==> config.mk <==
export PLATFORM = sky130hd
export DESIGN_NAME = gregorian_date_offset_top
export DESIGN_NICKNAME = d
export VERILOG_FILES = /design/src/gdo_pkg.sv /design/src/gregorian_date_offset_top.sv
export SDC_FILE = /design/constraint.sdc
export NUM_CORES = 1
export LEC_CHECK = 0
export BUFFER_PORTS_ARGS = -buffer_cell sky130_fd_sc_hd__buf_2
export CAP_MARGIN = 20
export CORE_ASPECT_RATIO = 0.6
export CORE_MARGIN = 4
export CORE_UTILIZATION = 44
export CTS_CLUSTER_DIAMETER = 150
export CTS_CLUSTER_SIZE = 10
export DETAILED_ROUTE_END_ITERATION = 7
export PLACE_DENSITY = 0.69
export SYNTH_ARGS = -nofsm -noshare
export SYNTH_HDL_FRONTEND = slang
export SYNTH_SLANG_ARGS = --single-unit
==> constraint.sdc <==
create_clock -name clk_i -period 5.7 [get_ports clk_i]
set_input_delay 1.14 -clock clk_i [delete_from_list [all_inputs] [get_ports clk_i]]
set_output_delay 1.14 -clock clk_i [all_outputs]
set_load 0.01 [all_outputs]
==> src/gdo_pkg.sv <==
package gdo_pkg;

  // field widths
  localparam int unsigned DayW    = 5;
  localparam int unsigned MonthW  = 4;
  localparam int unsigned YearW   = 14;
  localparam int unsigned OffW    = 16;
  localparam int unsigned DoyW    = 9;
  localparam int unsigned StatW   = 2;
  localparam int unsigned InDataW  = 40;
  localparam int unsigned OutDataW = 40;

  // working widths: signed day count and signed year during the walk
  localparam int unsigned AccW  = 17;
  localparam int unsigned EyW   = 15;
  localparam int unsigned R400W = 9;
  localparam int unsigned PcW   = 4;

  localparam int unsigned YearMax = 9999;

  // year / 400 by reciprocal: q = (y * Recip400) >> Recip400Sh, exact below 43690
  localparam int unsigned Recip400   = 41944;
  localparam int unsigned Recip400Sh = 24;
  localparam int unsigned RecipW     = 16;
  localparam int unsigned ProdW      = YearW + RecipW;
  localparam int unsigned QuotW      = ProdW - Recip400Sh;

  typedef enum logic [1:0] {
    ST_OK      = 2'd0,
    ST_BADDATE = 2'd1,
    ST_RANGE   = 2'd2
  } status_e;

  // datapath operations
  typedef enum logic [3:0] {
    OP_NOP,
    OP_MUL,
    OP_MOD,
    OP_INIT,
    OP_ADDOFF,
    OP_YFWD,
    OP_YBWD,
    OP_MINIT,
    OP_MSTEP,
    OP_FIN
  } op_e;

  // jump conditions
  typedef enum logic [1:0] {
    CND_ALWAYS,
    CND_YGT,
    CND_YLT,
    CND_MGT
  } cond_e;

  typedef struct packed {
    op_e            op;
    cond_e          cond;
    logic [PcW-1:0] tgt_t;
    logic [PcW-1:0] tgt_f;
    logic           last;
  } ctrl_t;

  // program steps
  localparam logic [PcW-1:0] PC_MUL   = 4'd0;
  localparam logic [PcW-1:0] PC_MOD   = 4'd1;
  localparam logic [PcW-1:0] PC_INIT  = 4'd2;
  localparam logic [PcW-1:0] PC_ADD   = 4'd3;
  localparam logic [PcW-1:0] PC_YFWD  = 4'd4;
  localparam logic [PcW-1:0] PC_YBWD  = 4'd5;
  localparam logic [PcW-1:0] PC_MINIT = 4'd6;
  localparam logic [PcW-1:0] PC_MSTEP = 4'd7;
  localparam logic [PcW-1:0] PC_FIN   = 4'd8;

  // control store
  function automatic ctrl_t ucode(input logic [PcW-1:0] pc);
    ctrl_t c;
    c = '{op: OP_FIN, cond: CND_ALWAYS, tgt_t: PC_FIN, tgt_f: PC_FIN, last: 1'b1};
    unique case (pc)
      PC_MUL:   c = '{OP_MUL,    CND_ALWAYS, PC_MOD,   PC_MOD,   1'b0};
      PC_MOD:   c = '{OP_MOD,    CND_ALWAYS, PC_INIT,  PC_INIT,  1'b0};
      PC_INIT:  c = '{OP_INIT,   CND_ALWAYS, PC_ADD,   PC_ADD,   1'b0};
      PC_ADD:   c = '{OP_ADDOFF, CND_ALWAYS, PC_YFWD,  PC_YFWD,  1'b0};
      PC_YFWD:  c = '{OP_YFWD,   CND_YGT,    PC_YFWD,  PC_YBWD,  1'b0};
      PC_YBWD:  c = '{OP_YBWD,   CND_YLT,    PC_YBWD,  PC_MINIT, 1'b0};
      PC_MINIT: c = '{OP_MINIT,  CND_ALWAYS, PC_MSTEP, PC_MSTEP, 1'b0};
      PC_MSTEP: c = '{OP_MSTEP,  CND_MGT,    PC_MSTEP, PC_FIN,   1'b0};
      PC_FIN:   c = '{OP_FIN,    CND_ALWAYS, PC_FIN,   PC_FIN,   1'b1};
      default:  c = '{OP_FIN,    CND_ALWAYS, PC_FIN,   PC_FIN,   1'b1};
    endcase
    return c;
  endfunction

  // leap year from low year bits and year mod 400
  function automatic logic is_leap(input logic [1:0] ylo, input logic [R400W-1:0] r400);
    return (ylo == 2'd0) && (r400 != 9'd100) && (r400 != 9'd200) && (r400 != 9'd300);
  endfunction

  function automatic logic [DayW-1:0] month_len(input logic [MonthW-1:0] m, input logic leap);
    logic [DayW-1:0] len;
    unique case (m)
      4'd2:                      len = leap ? 5'd29 : 5'd28;
      4'd4, 4'd6, 4'd9, 4'd11:   len = 5'd30;
      default:                   len = 5'd31;
    endcase
    return len;
  endfunction

  // days before the first of a month in a common year
  function automatic logic [DoyW-1:0] days_before(input logic [MonthW-1:0] m);
    logic [DoyW-1:0] n;
    unique case (m)
      4'd2:    n = 9'd31;
      4'd3:    n = 9'd59;
      4'd4:    n = 9'd90;
      4'd5:    n = 9'd120;
      4'd6:    n = 9'd151;
      4'd7:    n = 9'd181;
      4'd8:    n = 9'd212;
      4'd9:    n = 9'd243;
      4'd10:   n = 9'd273;
      4'd11:   n = 9'd304;
      4'd12:   n = 9'd334;
      default: n = 9'd0;
    endcase
    return n;
  endfunction

endpackage

==> src/gregorian_date_offset_top.sv <==
// Adds a signed day offset to a proleptic Gregorian date (years 0..9999) and returns the
// resulting day, month, year, ordinal day of year and a status (0 ok, 1 invalid input
// date, 2 result year out of range; on a nonzero status the input date is echoed and
// day_of_year is 0). One transaction is in flight at a time: a small microprogram walks
// whole years one per cycle, then months one per cycle. The next input is taken as soon
// as the result is loaded into the output register, while that result still waits.
module gregorian_date_offset_top (
  input  logic        clk_i,
  input  logic        rst_ni,
  input  logic        s_axis_tvalid_i,
  output logic        s_axis_tready_o,
  // start_day[4:0], start_month[8:5], start_year[22:9], day_offset[38:23], zero[39]
  input  logic [39:0] s_axis_tdata_i,
  output logic        m_axis_tvalid_o,
  input  logic        m_axis_tready_i,
  // end_day[4:0], end_month[8:5], end_year[22:9], day_of_year[31:23], status[33:32],
  // zero[39:34]
  output logic [39:0] m_axis_tdata_o
);

  // sequencer state
  logic                        busy_q, busy_d;
  logic [gdo_pkg::PcW-1:0]     pc_q, pc_d;
  logic                        mval_q, mval_d;

  // latched input
  logic [gdo_pkg::DayW-1:0]    d_q;
  logic [gdo_pkg::MonthW-1:0]  m_q;
  logic [gdo_pkg::YearW-1:0]   y_q;
  logic signed [gdo_pkg::OffW-1:0] off_q;

  // datapath registers
  logic [gdo_pkg::ProdW-1:0]       prod_q, prod_d;
  logic [gdo_pkg::R400W-1:0]       r400_q, r400_d;
  logic signed [gdo_pkg::AccW-1:0] acc_q, acc_d;
  logic signed [gdo_pkg::EyW-1:0]  ey_q, ey_d;
  logic [gdo_pkg::MonthW-1:0]      em_q, em_d;
  logic [gdo_pkg::DoyW-1:0]        doy_q, doy_d;
  logic [gdo_pkg::StatW-1:0]       st_q, st_d;

  // output register
  logic [gdo_pkg::OutDataW-1:0]    out_q, out_d;

  gdo_pkg::ctrl_t ctrl;
  logic           accept;
  logic           stall;
  logic           cond_ok;
  logic           abort;

  // year walk helpers
  logic                          leap_cur, leap_prv, leap_in;
  logic [gdo_pkg::R400W-1:0]     r400_inc, r400_dec;
  logic [gdo_pkg::DoyW-1:0]      ylen_cur, ylen_prv;
  logic [gdo_pkg::DayW-1:0]      mlen_cur, mlen_in;
  logic [gdo_pkg::QuotW-1:0]     quot;
  logic [gdo_pkg::YearW-1:0]     qmul;
  logic                          bad_in;

  assign ctrl   = gdo_pkg::ucode(pc_q);
  assign accept = s_axis_tvalid_i && s_axis_tready_o;
  assign s_axis_tready_o = !busy_q;
  assign m_axis_tvalid_o = mval_q;
  assign m_axis_tdata_o  = out_q;

  // leap and length lookups
  assign r400_inc = (r400_q == 9'd399) ? 9'd0 : r400_q + 9'd1;
  assign r400_dec = (r400_q == 9'd0) ? 9'd399 : r400_q - 9'd1;
  assign leap_cur = gdo_pkg::is_leap(ey_q[1:0], r400_q);
  assign leap_prv = gdo_pkg::is_leap(ey_q[1:0] - 2'd1, r400_dec);
  assign leap_in  = gdo_pkg::is_leap(y_q[1:0], r400_q);
  assign ylen_cur = leap_cur ? 9'd366 : 9'd365;
  assign ylen_prv = leap_prv ? 9'd366 : 9'd365;
  assign mlen_cur = gdo_pkg::month_len(em_q, leap_cur);
  assign mlen_in  = gdo_pkg::month_len(m_q, leap_in);
  assign quot     = prod_q[gdo_pkg::ProdW-1:gdo_pkg::Recip400Sh];
  assign qmul     = gdo_pkg::YearW'({quot, 8'd0} + {quot, 7'd0} + {quot, 4'd0});
  assign bad_in   = (m_q == 4'd0) || (m_q > 4'd12) || (y_q > 14'(gdo_pkg::YearMax)) ||
                    (d_q == 5'd0) || (d_q > mlen_in);

  // branch condition
  always_comb begin
    unique case (ctrl.cond)
      gdo_pkg::CND_ALWAYS: cond_ok = 1'b1;
      gdo_pkg::CND_YGT:    cond_ok = acc_q > $signed({8'd0, ylen_cur});
      gdo_pkg::CND_YLT:    cond_ok = acc_q < 17'sd1;
      gdo_pkg::CND_MGT:    cond_ok = (em_q < 4'd12) && (acc_q > $signed({12'd0, mlen_cur}));
      default:             cond_ok = 1'b0;
    endcase
  end

  // datapath and sequencer
  always_comb begin
    prod_d = prod_q;
    r400_d = r400_q;
    acc_d  = acc_q;
    ey_d   = ey_q;
    em_d   = em_q;
    doy_d  = doy_q;
    st_d   = st_q;
    out_d  = out_q;
    busy_d = busy_q;
    pc_d   = pc_q;
    mval_d = mval_q && !m_axis_tready_i;
    abort  = 1'b0;
    stall  = ctrl.last && mval_q && !m_axis_tready_i;

    if (accept) begin
      busy_d = 1'b1;
      pc_d   = gdo_pkg::PC_MUL;
      st_d   = gdo_pkg::ST_OK;
    end else if (busy_q && !stall) begin
      if (cond_ok) begin
        unique case (ctrl.op)
          gdo_pkg::OP_MUL: begin
            prod_d = y_q * 16'(gdo_pkg::Recip400);
          end
          gdo_pkg::OP_MOD: begin
            r400_d = gdo_pkg::R400W'(y_q - qmul);
          end
          gdo_pkg::OP_INIT: begin
            if (bad_in) begin
              st_d  = gdo_pkg::ST_BADDATE;
              abort = 1'b1;
            end
            acc_d = $signed({8'd0, gdo_pkg::days_before(m_q)}) + $signed({12'd0, d_q}) +
                    $signed({16'd0, (leap_in && (m_q > 4'd2))});
            ey_d  = $signed({1'b0, y_q});
          end
          gdo_pkg::OP_ADDOFF: begin
            acc_d = acc_q + 17'(off_q);
          end
          gdo_pkg::OP_YFWD: begin
            acc_d  = acc_q - $signed({8'd0, ylen_cur});
            ey_d   = ey_q + 15'sd1;
            r400_d = r400_inc;
            if (ey_q >= 15'(gdo_pkg::YearMax)) begin
              st_d  = gdo_pkg::ST_RANGE;
              abort = 1'b1;
            end
          end
          gdo_pkg::OP_YBWD: begin
            ey_d   = ey_q - 15'sd1;
            r400_d = r400_dec;
            acc_d  = acc_q + $signed({8'd0, ylen_prv});
            if (ey_q == 15'sd0) begin
              st_d  = gdo_pkg::ST_RANGE;
              abort = 1'b1;
            end
          end
          gdo_pkg::OP_MINIT: begin
            em_d  = 4'd1;
            doy_d = acc_q[gdo_pkg::DoyW-1:0];
          end
          gdo_pkg::OP_MSTEP: begin
            acc_d = acc_q - $signed({12'd0, mlen_cur});
            em_d  = em_q + 4'd1;
          end
          gdo_pkg::OP_FIN: begin
            if (st_q == gdo_pkg::ST_OK) begin
              out_d = {6'd0, st_q, doy_q, ey_q[gdo_pkg::YearW-1:0], em_q,
                       acc_q[gdo_pkg::DayW-1:0]};
            end else begin
              out_d = {6'd0, st_q, 9'd0, y_q, m_q, d_q};
            end
          end
          default: begin
          end
        endcase
      end

      // next step
      if (ctrl.last) begin
        busy_d = 1'b0;
        mval_d = 1'b1;
      end else if (abort) begin
        pc_d = gdo_pkg::PC_FIN;
      end else begin
        pc_d = cond_ok ? ctrl.tgt_t : ctrl.tgt_f;
      end
    end
  end

  // control registers
  always_ff @(posedge clk_i or negedge rst_ni) begin
    if (!rst_ni) begin
      busy_q <= 1'b0;
      pc_q   <= gdo_pkg::PC_MUL;
      mval_q <= 1'b0;
    end else begin
      busy_q <= busy_d;
      pc_q   <= pc_d;
      mval_q <= mval_d;
    end
  end

  // input capture on an accepted transaction
  always_ff @(posedge clk_i) begin
    if (accept) begin
      d_q   <= s_axis_tdata_i[4:0];
      m_q   <= s_axis_tdata_i[8:5];
      y_q   <= s_axis_tdata_i[22:9];
      off_q <= $signed(s_axis_tdata_i[38:23]);
    end
  end

  // datapath registers
  always_ff @(posedge clk_i) begin
    prod_q <= prod_d;
    r400_q <= r400_d;
    acc_q  <= acc_d;
    ey_q   <= ey_d;
    em_q   <= em_d;
    doy_q  <= doy_d;
    st_q   <= st_d;
    out_q  <= out_d;
  end

endmodule

After elaboration in Yosys (flattened, before gate mapping) --
Memories as Yosys holds them, arrays and structs flattened. A register that Yosys moved wholly into a read port is not among the register bits. Index checks and enable logic that the tools add are counted.
Word-level totals: ROM bits 384, input port bits 44, output and inout bits 42, memories 2, logic and storage cells 168, bits in registers 161
Cells by class: add/sub/neg operators 15, multiply operators 1, eq/ne operators 33, order comparisons 9, mux-type cells 41, bitwise logic cells 1, reduce and logical (&&, ||, !) cells 50
Memories:
- (name not given) | depth 16, bits a word 15, rd ports 1, clocked after Yosys merged registers in 0, wr ports 0, line gdo_pkg.sv:79 | unique case (pc)
- (name not given) | depth 16, bits a word 9, rd ports 1, clocked after Yosys merged registers in 1, wr ports 0, line gdo_pkg.sv:112 | unique case (m)
Operator list (number):
- $pmux W17 S5 | 1
- $mux W9 | 6
- $pmux W15 S3 | 1
- $eq A4 B3 Y1 const B | 8
- $reduce_and A4 Y1 | 7
- $pmux W9 S3 | 1
- $mul A14 B13 Y26 const B | 1
- $eq A4 B4 Y1 const B | 6
- $mux W4 | 6
- $mux W23 | 1
- $add A9 B9 Y9 | 2
- $ne A9 B7 Y1 const B | 2
- $ne A9 B8 Y1 const B | 2
- $ne A9 B9 Y1 const B | 2
- $add A17 B10 Y17 | 1
- $add A17 B16 Y17 | 1
- $gt A17 B10 Y1 | 1
- $gt A17 B6 Y1 | 1
- $lt A17 B2 Y1 const B | 1
- $sub A17 B10 Y17 | 1
- $sub A17 B6 Y17 | 1
- $eq A4 B2 Y1 const B | 4
- $logic_and A1 B1 Y1 | 16
- $add A15 B2 Y15 const B | 1
- other kinds (41) | 76

Logic depth before layout (Yosys ltp) --
Gate-level depths: netlist of the first run.
word-level depth 17, depth in mapped cells 20, mapped depth without buffers 20

Least setup slack after synthesis of the first run --
No wires, ideal clock.
path type register to register, from register y_q[13] (netlist bit), to register prod_q[28] (netlist bit), data pin, data arrival time 4576 ps, required time 5440 ps, clock period less this slack 4837 ps, path buffers 0, stages on the path, launching flop included 15, slack 863 ps, setup time 260 ps, cell sequence edfxtp_1 -> fa_1 -> ha_1 -> fa_1 -> fa_1 -> fa_1 -> ha_1 -> a21o_1 -> a211o_1 -> a2111o_1 -> a211oi_2 -> o31ai_1 -> a31o_2 -> a21oi_1 -> xnor2_1
Between the ends: cells in the longest elaborated chain, start to end 1
Ends and longest elaborated chain:
- from (decl) | line gregorian_date_offset_top.sv:29 | logic [gdo_pkg::YearW-1:0] y_q;
- from (signal assigned) | line gregorian_date_offset_top.sv:201 | y_q <= s_axis_tdata_i[22:9];
- $mul A14 B13 Y26 | line gregorian_date_offset_top.sv:115 | prod_d = y_q * 16'(gdo_pkg::Recip400);
- to (signal assigned) | line gregorian_date_offset_top.sv:208 | prod_q <= prod_d;
- to (decl) | line gregorian_date_offset_top.sv:33 | logic [gdo_pkg::ProdW-1:0] prod_q, prod_d;
Every way passes these cells. A chain may end at the register's enable or synchronous reset.

Worst setup path in the final report of the first run --
from register r400_q[2] (netlist bit), to register acc_q[16] (netlist bit), data pin
Between the ends: cells in the longest elaborated chain, start to end 9, elaborated cells on any way between the ends 23, those cells by class add/sub (4); eq/ne (6); mux (6); reduce/logical (7)
Ends and longest elaborated chain:
- from (decl) | line gregorian_date_offset_top.sv:34 | logic [gdo_pkg::R400W-1:0] r400_q, r400_d;
- from (signal assigned) | line gregorian_date_offset_top.sv:209 | r400_q <= r400_d;
- $sub A9 B1 Y9 / $logic_not A9 Y1 (equally long branches) | line gregorian_date_offset_top.sv:67 | assign r400_dec = (r400_q == 9'd0) ? 9'd399 : r400_q - 9'd1;
- $mux W9 | line gregorian_date_offset_top.sv:67
- $ne A9 B7 Y1 | line gdo_pkg.sv:96 | return (ylo == 2'd0) && (r400 != 9'd100) && (r400 != 9'd200) && (r400 != 9'd300);
- $logic_and A1 B1 Y1 (3 in a row) | line gdo_pkg.sv:96
- $mux W2 | line gregorian_date_offset_top.sv:72 | assign ylen_prv = leap_prv ? 9'd366 : 9'd365;
- $add A17 B10 Y17 | line gregorian_date_offset_top.sv:144 | acc_d = acc_q + $signed({8'd0, ylen_prv});
- $pmux W17 S5 (*) | line gregorian_date_offset_top.sv:113 | unique case (ctrl.op)
- to (signal assigned) | line gregorian_date_offset_top.sv:210 | acc_q <= acc_d;
- to (decl) | line gregorian_date_offset_top.sv:35 | logic signed [gdo_pkg::AccW-1:0] acc_q, acc_d;
Every way passes the cells marked *; elsewhere a longest branch is shown, timed or not.

==> impl_metrics.env, run 1 <==
export IMPL_outcome="completed"
export IMPL_synth_edff_count=132
export IMPL_synthToLayoutAreaGrowth_pct=12.1
export IMPL_drt_antenna_violating_nets=0
export IMPL_period_minus_slack_ns=5.42
export IMPL_hold_viol=0
export IMPL_worst_slack_ns=0.280
export IMPL_synth_cell_area_mm2=0.0127
export IMPL_die_area_mm2=0.0318
export IMPL_fin_crit_sh_pct=95.1
export IMPL_core_mm2=0.0280
export IMPL_htree_levels=4
export IMPL_drv_cap=0
export IMPL_crit_required_ns=5.90
export IMPL_ir_worst_vdd_mv=0.372
export IMPL_rsz0062_at_grt="no"
export IMPL_rows=47
export IMPL_p_leak_nw=6.18
export IMPL_drt_first_iter_violations=1085
export IMPL_avgSynthCellArea_um2=9.98
export IMPL_finalWirelength_um=33500
export IMPL_synth_async_reset_ratio_pct=4.03
export IMPL_cts_sinks=149
export IMPL_fin_nets=1631
export IMPL_fillers=2540
export IMPL_regToRegStartpoint="r400_q[2]$_DFFE_PP_"
export IMPL_slew_headroom_pct=30.3
export IMPL_place_gp_congestion=0.953
export IMPL_viasPerCell=5.66
export IMPL_synth_seq_area_share_pct=34.1
export IMPL_yosysUniqueCellTypes=77
export IMPL_cts_setup_buffers=0
export IMPL_pre_cts_slack_ns=0.251
export IMPL_dp_hpwl_um=26200
export IMPL_total_power_mw=8.43
export IMPL_synth_flop_cell="edfxtp_1"
export IMPL_port_buffers=78
export IMPL_grt_pass1_vias=9396
export IMPL_cp_start_kind="register"
export IMPL_syn_inst=1274
export IMPL_slew_viol_final=0
export IMPL_firstDrtPassIters=5
export IMPL_cp_data_arrival_time_ns=5.62
export IMPL_endpoint_kind="register"
export IMPL_routedWlPerCell_um=19.4
export IMPL_tightest_slew_ns=1.04
export IMPL_synth_top_family_by_area="adder cells"
export IMPL_fmax_ghz=0.185
export IMPL_holdWs_ns=0.503
export IMPL_drc=0
export IMPL_postPlaceCellArea_mm2=0.0136
export IMPL_numCtsBuffers=17
export IMPL_global_route_usage_total_pct=21.5
export IMPL_root_buffer="clkbuf_16"
export IMPL_grt_max_degree=49
export IMPL_dr_total_vias=9804
export IMPL_final_area_mm2=0.0143
export IMPL_cts_tree="built"
export IMPL_clkSlewWorstSetupHoldPaths_ns=0.07
export IMPL_r2r_end="acc_q[16]$_SDFFCE_PP0P_"
export IMPL_reg2reg_depth=18
export IMPL_final_common_cell="ha_1"
export IMPL_num_antenna_cells=0
export IMPL_ctsLongestPathBuffers=2
export IMPL_synth_compound_area_share_pct=14.7
export IMPL_skew_ns=0.0132
export IMPL_synth_simple_area_share_pct=12.8
export IMPL_hold_path_class="input pin to async pin"
export IMPL_die_width_um=227
export IMPL_final_cell_mix="165 x ha_1, 156 x inv_1, 132 x edfxtp_1"
export IMPL_regArea_mm2=0.00433
export IMPL_yosys_area_share_adder_pct=27.0
export IMPL_setup_tns_ns=0
export IMPL_ios=86
export IMPL_ys_ff_latch=149
export IMPL_ys_warnings_count=0
export IMPL_antenna_found_initial=0
export IMPL_critical_path_peak_fanout=11
export IMPL_muxShareOfSynthArea_pct=1.42
export IMPL_grt_overflow_total=0
export IMPL_die_height_um=140
export IMPL_synthXorXnorAreaFrac_pct=3.72
export IMPL_grt_first_pass_wirelength_um=52900
export IMPL_multi_input_area_mm2=0.00767
export IMPL_reg2reg_slack_ns=0.28
export IMPL_finalSetupViolations=0
export IMPL_start_util_pct=45.4
export IMPL_path_class="register to register"
export IMPL_power_density_mw_per_mm2=592
export IMPL_clk_latency_ns=0.45
export IMPL_drive_above_1_share_pct=12.3
-- repair_timing --
| action | CTS | global route |
|---|---|---|
| hold buffers | 0 | 0 |
| setup endpoints to repair | 0 | 3 |
| gates resized for setup | 0 | 8 |
-- registers in the layout, indices dropped and copies added (netlist names), 5 cells and up, named ones only --
signal,count
m_axis_tdata_o,34
ey_q,15
doy_q,9
d_q,5
acc_q,17
y_q,14
r400_q,9
off_q,16
prod_q,5
-- where the power goes --
part           internal, mW  switching, mW  leakage, nW
Sequential             1.68          0.335         1.39
Clock                 0.771          0.486        0.308
Combinational          2.15           3.01         4.49
Total                  4.60           3.83         6.18
-- synthesized netlist by cell type, types with 5 or more instances --
master	instances	share of area [%]
clkbuf_1	27	0.80
ha_1	166	16
o221ai_1	7	0.48
a22oi_1	6	0.35
a21boi_0	6	0.35
buf_2	10	0.39
o31ai_1	9	0.53
o22ai_1	13	0.64
inv_1	156	4.6
and2_1	25	1.2
o21ai_0	72	2.8
and3_1	7	0.34
nand2_1	90	2.7
o21bai_1	7	0.41
nand2b_1	18	0.89
a211o_1	5	0.34
a21oi_1	71	2.8
a31oi_1	11	0.54
mux2_2	8	0.71
a21o_1	12	0.71
nor2b_1	10	0.49
nor2_1	86	2.5
xor2_1	23	1.6
mux2i_1	9	0.71
xnor2_1	31	2.1
edfxtp_1	132	31
a211oi_1	5	0.30
buf_4	6	0.35
nand4_1	9	0.44
dfrtp_1	6	1.2
o211ai_1	14	0.83
o21a_1	5	0.30
fa_1	68	11
nor3_1	28	1.1
nor4_1	7	0.34
dfxtp_1	11	1.7
nand3_1	23	0.91
-- stage by stage --
stage               std cells  utilization [%]
floorplan                1279                -
finish                   1733             50.9
CTS                      1733             50.8
detailed placement       1701             48.5
global route             1733             50.9
global placement         1701             48.5
-- final cells by class --
type / instances / share of cell area (%)
clock buffer: 17 / 2.98
clock inverter: 15 / 1.47
inverter: 156 / 4.11
multi-input combinational: 929 / 53.8
sequential: 149 / 30.4
tap: 367 / 3.22
timing repair buffer: 100 / 3.98
-- cells by family (layout without fill, tap and decap cells) --
kind of cell	count (synthesis)	after routing
flip-flops	149	149
multiplexers	17	17
XOR/XNOR	54	54
AND/OR/NAND/NOR	331	331
buffers and inverters	201	288
adder cells (fa/ha/maj)	234	234
other	1	6
AO/OA/AOI/OAI	287	287
-- per-layer routing --
layer / vias to the layer above / global-route usage [%] / part of all wire [%]
met2: 427 / 27.3 / 37
met1: 4668 / 34.3 / 50
li1: 4680 / - / -
met5: - / 0 / 0
met4: 0 / 5.50 / 1.4
met3: 29 / 7.45 / 11
-- critical path: stages, from the launching register on --
cell and delay (ns):
edfxtp_1 0.62, nor3_2 0.40, xor2_2 0.38, nor4b_1 0.11, a311oi_1 0.34, a2111oi_2 0.08
a41oi_2 0.30, o2111a_1 0.31, nor2_1 0.07, ha_1 0.22, fa_1 0.42, a21o_1 0.21
a22o_1 0.24, o311ai_4 0.33, a31oi_2 0.20, or4_1 0.43, a31oi_1 0.23, xnor2_1 0.15
o22ai_1 0.11
-- worst max-delay path by stage --
stage	start	end	slack, ns	depth (start not counted)
2_1_floorplan	y_q[13]$_DFFE_PP_	prod_q[28]$_DFFE_PP_	0.86	14
3_3_place_gp	y_q[11]$_DFFE_PP_	prod_q[28]$_DFFE_PP_	0.31	14
3_5_place_dp	y_q[11]$_DFFE_PP_	prod_q[28]$_DFFE_PP_	0.25	14
4_1_cts	r400_q[1]$_DFFE_PP_	acc_q[16]$_SDFFCE_PP0P_	0.14	19
5_1_grt	r400_q[2]$_DFFE_PP_	acc_q[16]$_SDFFCE_PP0P_	0.02	17
6_report	r400_q[2]$_DFFE_PP_	acc_q[16]$_SDFFCE_PP0P_	0.28	18
Power figures use the tool's default switching activity.
==> run 2, diff against run 1 <==
- CTS_CLUSTER_SIZE: 10 -> 40
- REMOVE_ABC_BUFFERS: default -> 1
==> run 2 against run 1 <==
Net effect: final area shrank 0.48%; routed wire length fell by 0.11%; total power fell by 1.7%; fmax is 1.8% higher; die area is the same; first-iteration DRC count rose by 2.8%; worst hold slack improved by 0.014 ns; global-route usage is 0.080 points lower; critical path depth down 2; critical endpoint is now prod_q[28]$_DFFE_PP_; largest power group unchanged.
==> impl_metrics.env, run 2 (synthesis gave the netlist of run 1 again) <==
export IMPL_drive_above_1_share_pct=12.4
export IMPL_htree_levels=4
export IMPL_viasPerCell=5.73
export IMPL_cts_sinks=149
export IMPL_rows=47
export IMPL_drc=0
export IMPL_die_height_um=140
export IMPL_clk_latency_ns=0.45
export IMPL_drv_cap=0
export IMPL_place_gp_congestion=0.947
export IMPL_p_sw_mw=3.83
export IMPL_power_density_mw_per_mm2=585
export IMPL_global_route_usage_total_pct=21.5
export IMPL_final_area_mm2=0.0142
export IMPL_numCtsBuffers=17
export IMPL_final_common_cell="ha_1"
export IMPL_postPlaceCellArea_mm2=0.0136
export IMPL_path_class="register to register"
export IMPL_slew_headroom_pct=33.1
export IMPL_holdWs_ns=0.517
export IMPL_dp_hpwl_um=26200
export IMPL_grt_pass1_vias=9233
export IMPL_seqPwrFrac_pct=24.1
export IMPL_port_buffers=78
export IMPL_setup_tns_ns=0
export IMPL_skew_ns=0.0152
export IMPL_final_cell_mix="165 x ha_1, 156 x inv_1, 132 x edfxtp_1"
export IMPL_largest_reg_flops=34
export IMPL_grt_max_degree=49
export IMPL_ctsLongestPathBuffers=2
export IMPL_cp_data_arrival_time_ns=5.51
export IMPL_core_mm2=0.0280
export IMPL_cp_start_kind="register"
export IMPL_die_area_mm2=0.0318
export IMPL_grt_overflow_total=0
export IMPL_fin_nets=1632
export IMPL_drt_antenna_violating_nets=0
export IMPL_clkPwrFrac_pct=13.4
export IMPL_critical_path_peak_fanout=9
export IMPL_finalSetupViolations=0
export IMPL_multi_input_area_mm2=0.00766
export IMPL_regArea_mm2=0.00433
export IMPL_slew_viol_final=0
export IMPL_drt_first_iter_violations=1115
export IMPL_p_leak_nw=6.16
export IMPL_period_minus_slack_ns=5.32
export IMPL_dr_total_vias=9930
export IMPL_ir_worst_vdd_mv=0.413
export IMPL_fillers=2580
export IMPL_num_antenna_cells=0
export IMPL_crit_required_ns=5.88
export IMPL_holdBufCountCts=0
export IMPL_hold_path_class="input pin to async pin"
export IMPL_cts_tree="built"
export IMPL_clkSlewWorstSetupHoldPaths_ns=0.07
export IMPL_firstDrtPassIters=5
export IMPL_synthToLayoutAreaGrowth_pct=11.6
export IMPL_root_buffer="clkbuf_16"
export IMPL_die_width_um=227
export IMPL_internal_power_mw=4.46
export IMPL_grt_first_pass_wirelength_um=52800
export IMPL_fin_crit_sh_pct=93.4
export IMPL_fmax_ghz=0.188
export IMPL_finalWirelength_um=33500
export IMPL_routedWlPerCell_um=19.3
export IMPL_worst_slack_ns=0.378
export IMPL_netSwitchingFraction_pct=46.2
export IMPL_pre_cts_slack_ns=0.280
export IMPL_rsz0062_at_grt="no"
export IMPL_start_util_pct=45.4
export IMPL_tightest_slew_ns=1.00
export IMPL_hold_viol=0
export IMPL_fin_util_pct=50.7
export IMPL_pwr_share_comb_pct=62.4
export IMPL_endpoint_kind="register"
export IMPL_ios=86
export IMPL_antenna_found_initial=0
export IMPL_outcome="completed"
[run 2: path summary, 6_finish.rpt]
check	depth (start not counted)	slack (ns)	to	start
max	16	0.38	prod_q[28]$_DFFE_PP_	y_q[8]$_DFFE_PP_
min	1	0.52	pc_q[2]$_DFFE_PN0P_	rst_ni
max reg2reg	16	0.38	prod_q[28]$_DFFE_PP_	y_q[8]$_DFFE_PP_
min reg2reg	1	0.52	m_axis_tdata_o[24]$_SDFFCE_PN0P_	doy_q[1]$_DFFE_PP_
max in group asynchronous	1	5.03	pc_q[0]$_DFFE_PN0P_	rst_ni
min in group clk_i	1	0.52	m_axis_tdata_o[24]$_SDFFCE_PN0P_	doy_q[1]$_DFFE_PP_
[run 2: stage by stage]
step                power, mW  instances
floorplan                5.51       1234
global placement         6.93       1701
detailed placement       7.10       1701
CTS                      8.27       1733
global route             9.16       1734
finish                   8.29       1734
[run 2: worst max-delay path, cell delays in order, from the launching register on]
cell and delay [ns]:
edfxtp_1 0.71, fa_1 0.50, ha_1 0.32, inv_1 0.06
fa_1 0.47, inv_1 0.05, fa_1 0.50, fa_1 0.49
ha_1 0.22, a211o_1 0.32, o2111ai_1 0.21, a21oi_1 0.10
o22ai_1 0.41, o31ai_1 0.17, a31o_2 0.28, a21oi_1 0.18
xnor2_1 0.08
[run 2: layout make-up]
type	count	area share, %
inverters	156	4.13
clock inverters	15	1.01
flip-flops and latches	149	30.6
well taps	367	3.24
multi-input cells	929	54.0
repair buffers	101	4.06
clock buffers	17	3.00
[run 2: repair_timing]
action / CTS / global route
setup buffers: 0 / 1
setup endpoints to repair: 0 / 1
gates resized for setup: 0 / 6
[run 2: per-layer routing]
layer  vias up  track usage (%)  share of wire, %
met5         -                0                 0
met4         0             4.58               1.1
li1       4687                -                 -
met3        25             6.88                11
met1      4801             35.6                51
met2       417             26.3                37
[run 2: power by group through the flow]
| stage | clock, mW | sequential (mW) | combinational [mW] |
|---|---|---|---|
| 2_1_floorplan | 0 | 1.98 | 3.52 |
| 3_3_place_gp | 0 | 2.00 | 4.92 |
| 3_5_place_dp | 0 | 2.01 | 5.08 |
| 4_1_cts | 1.13 | 1.99 | 5.15 |
| 5_1_grt | 1.18 | 2.04 | 5.94 |
| 6_report | 1.11 | 2.00 | 5.18 |
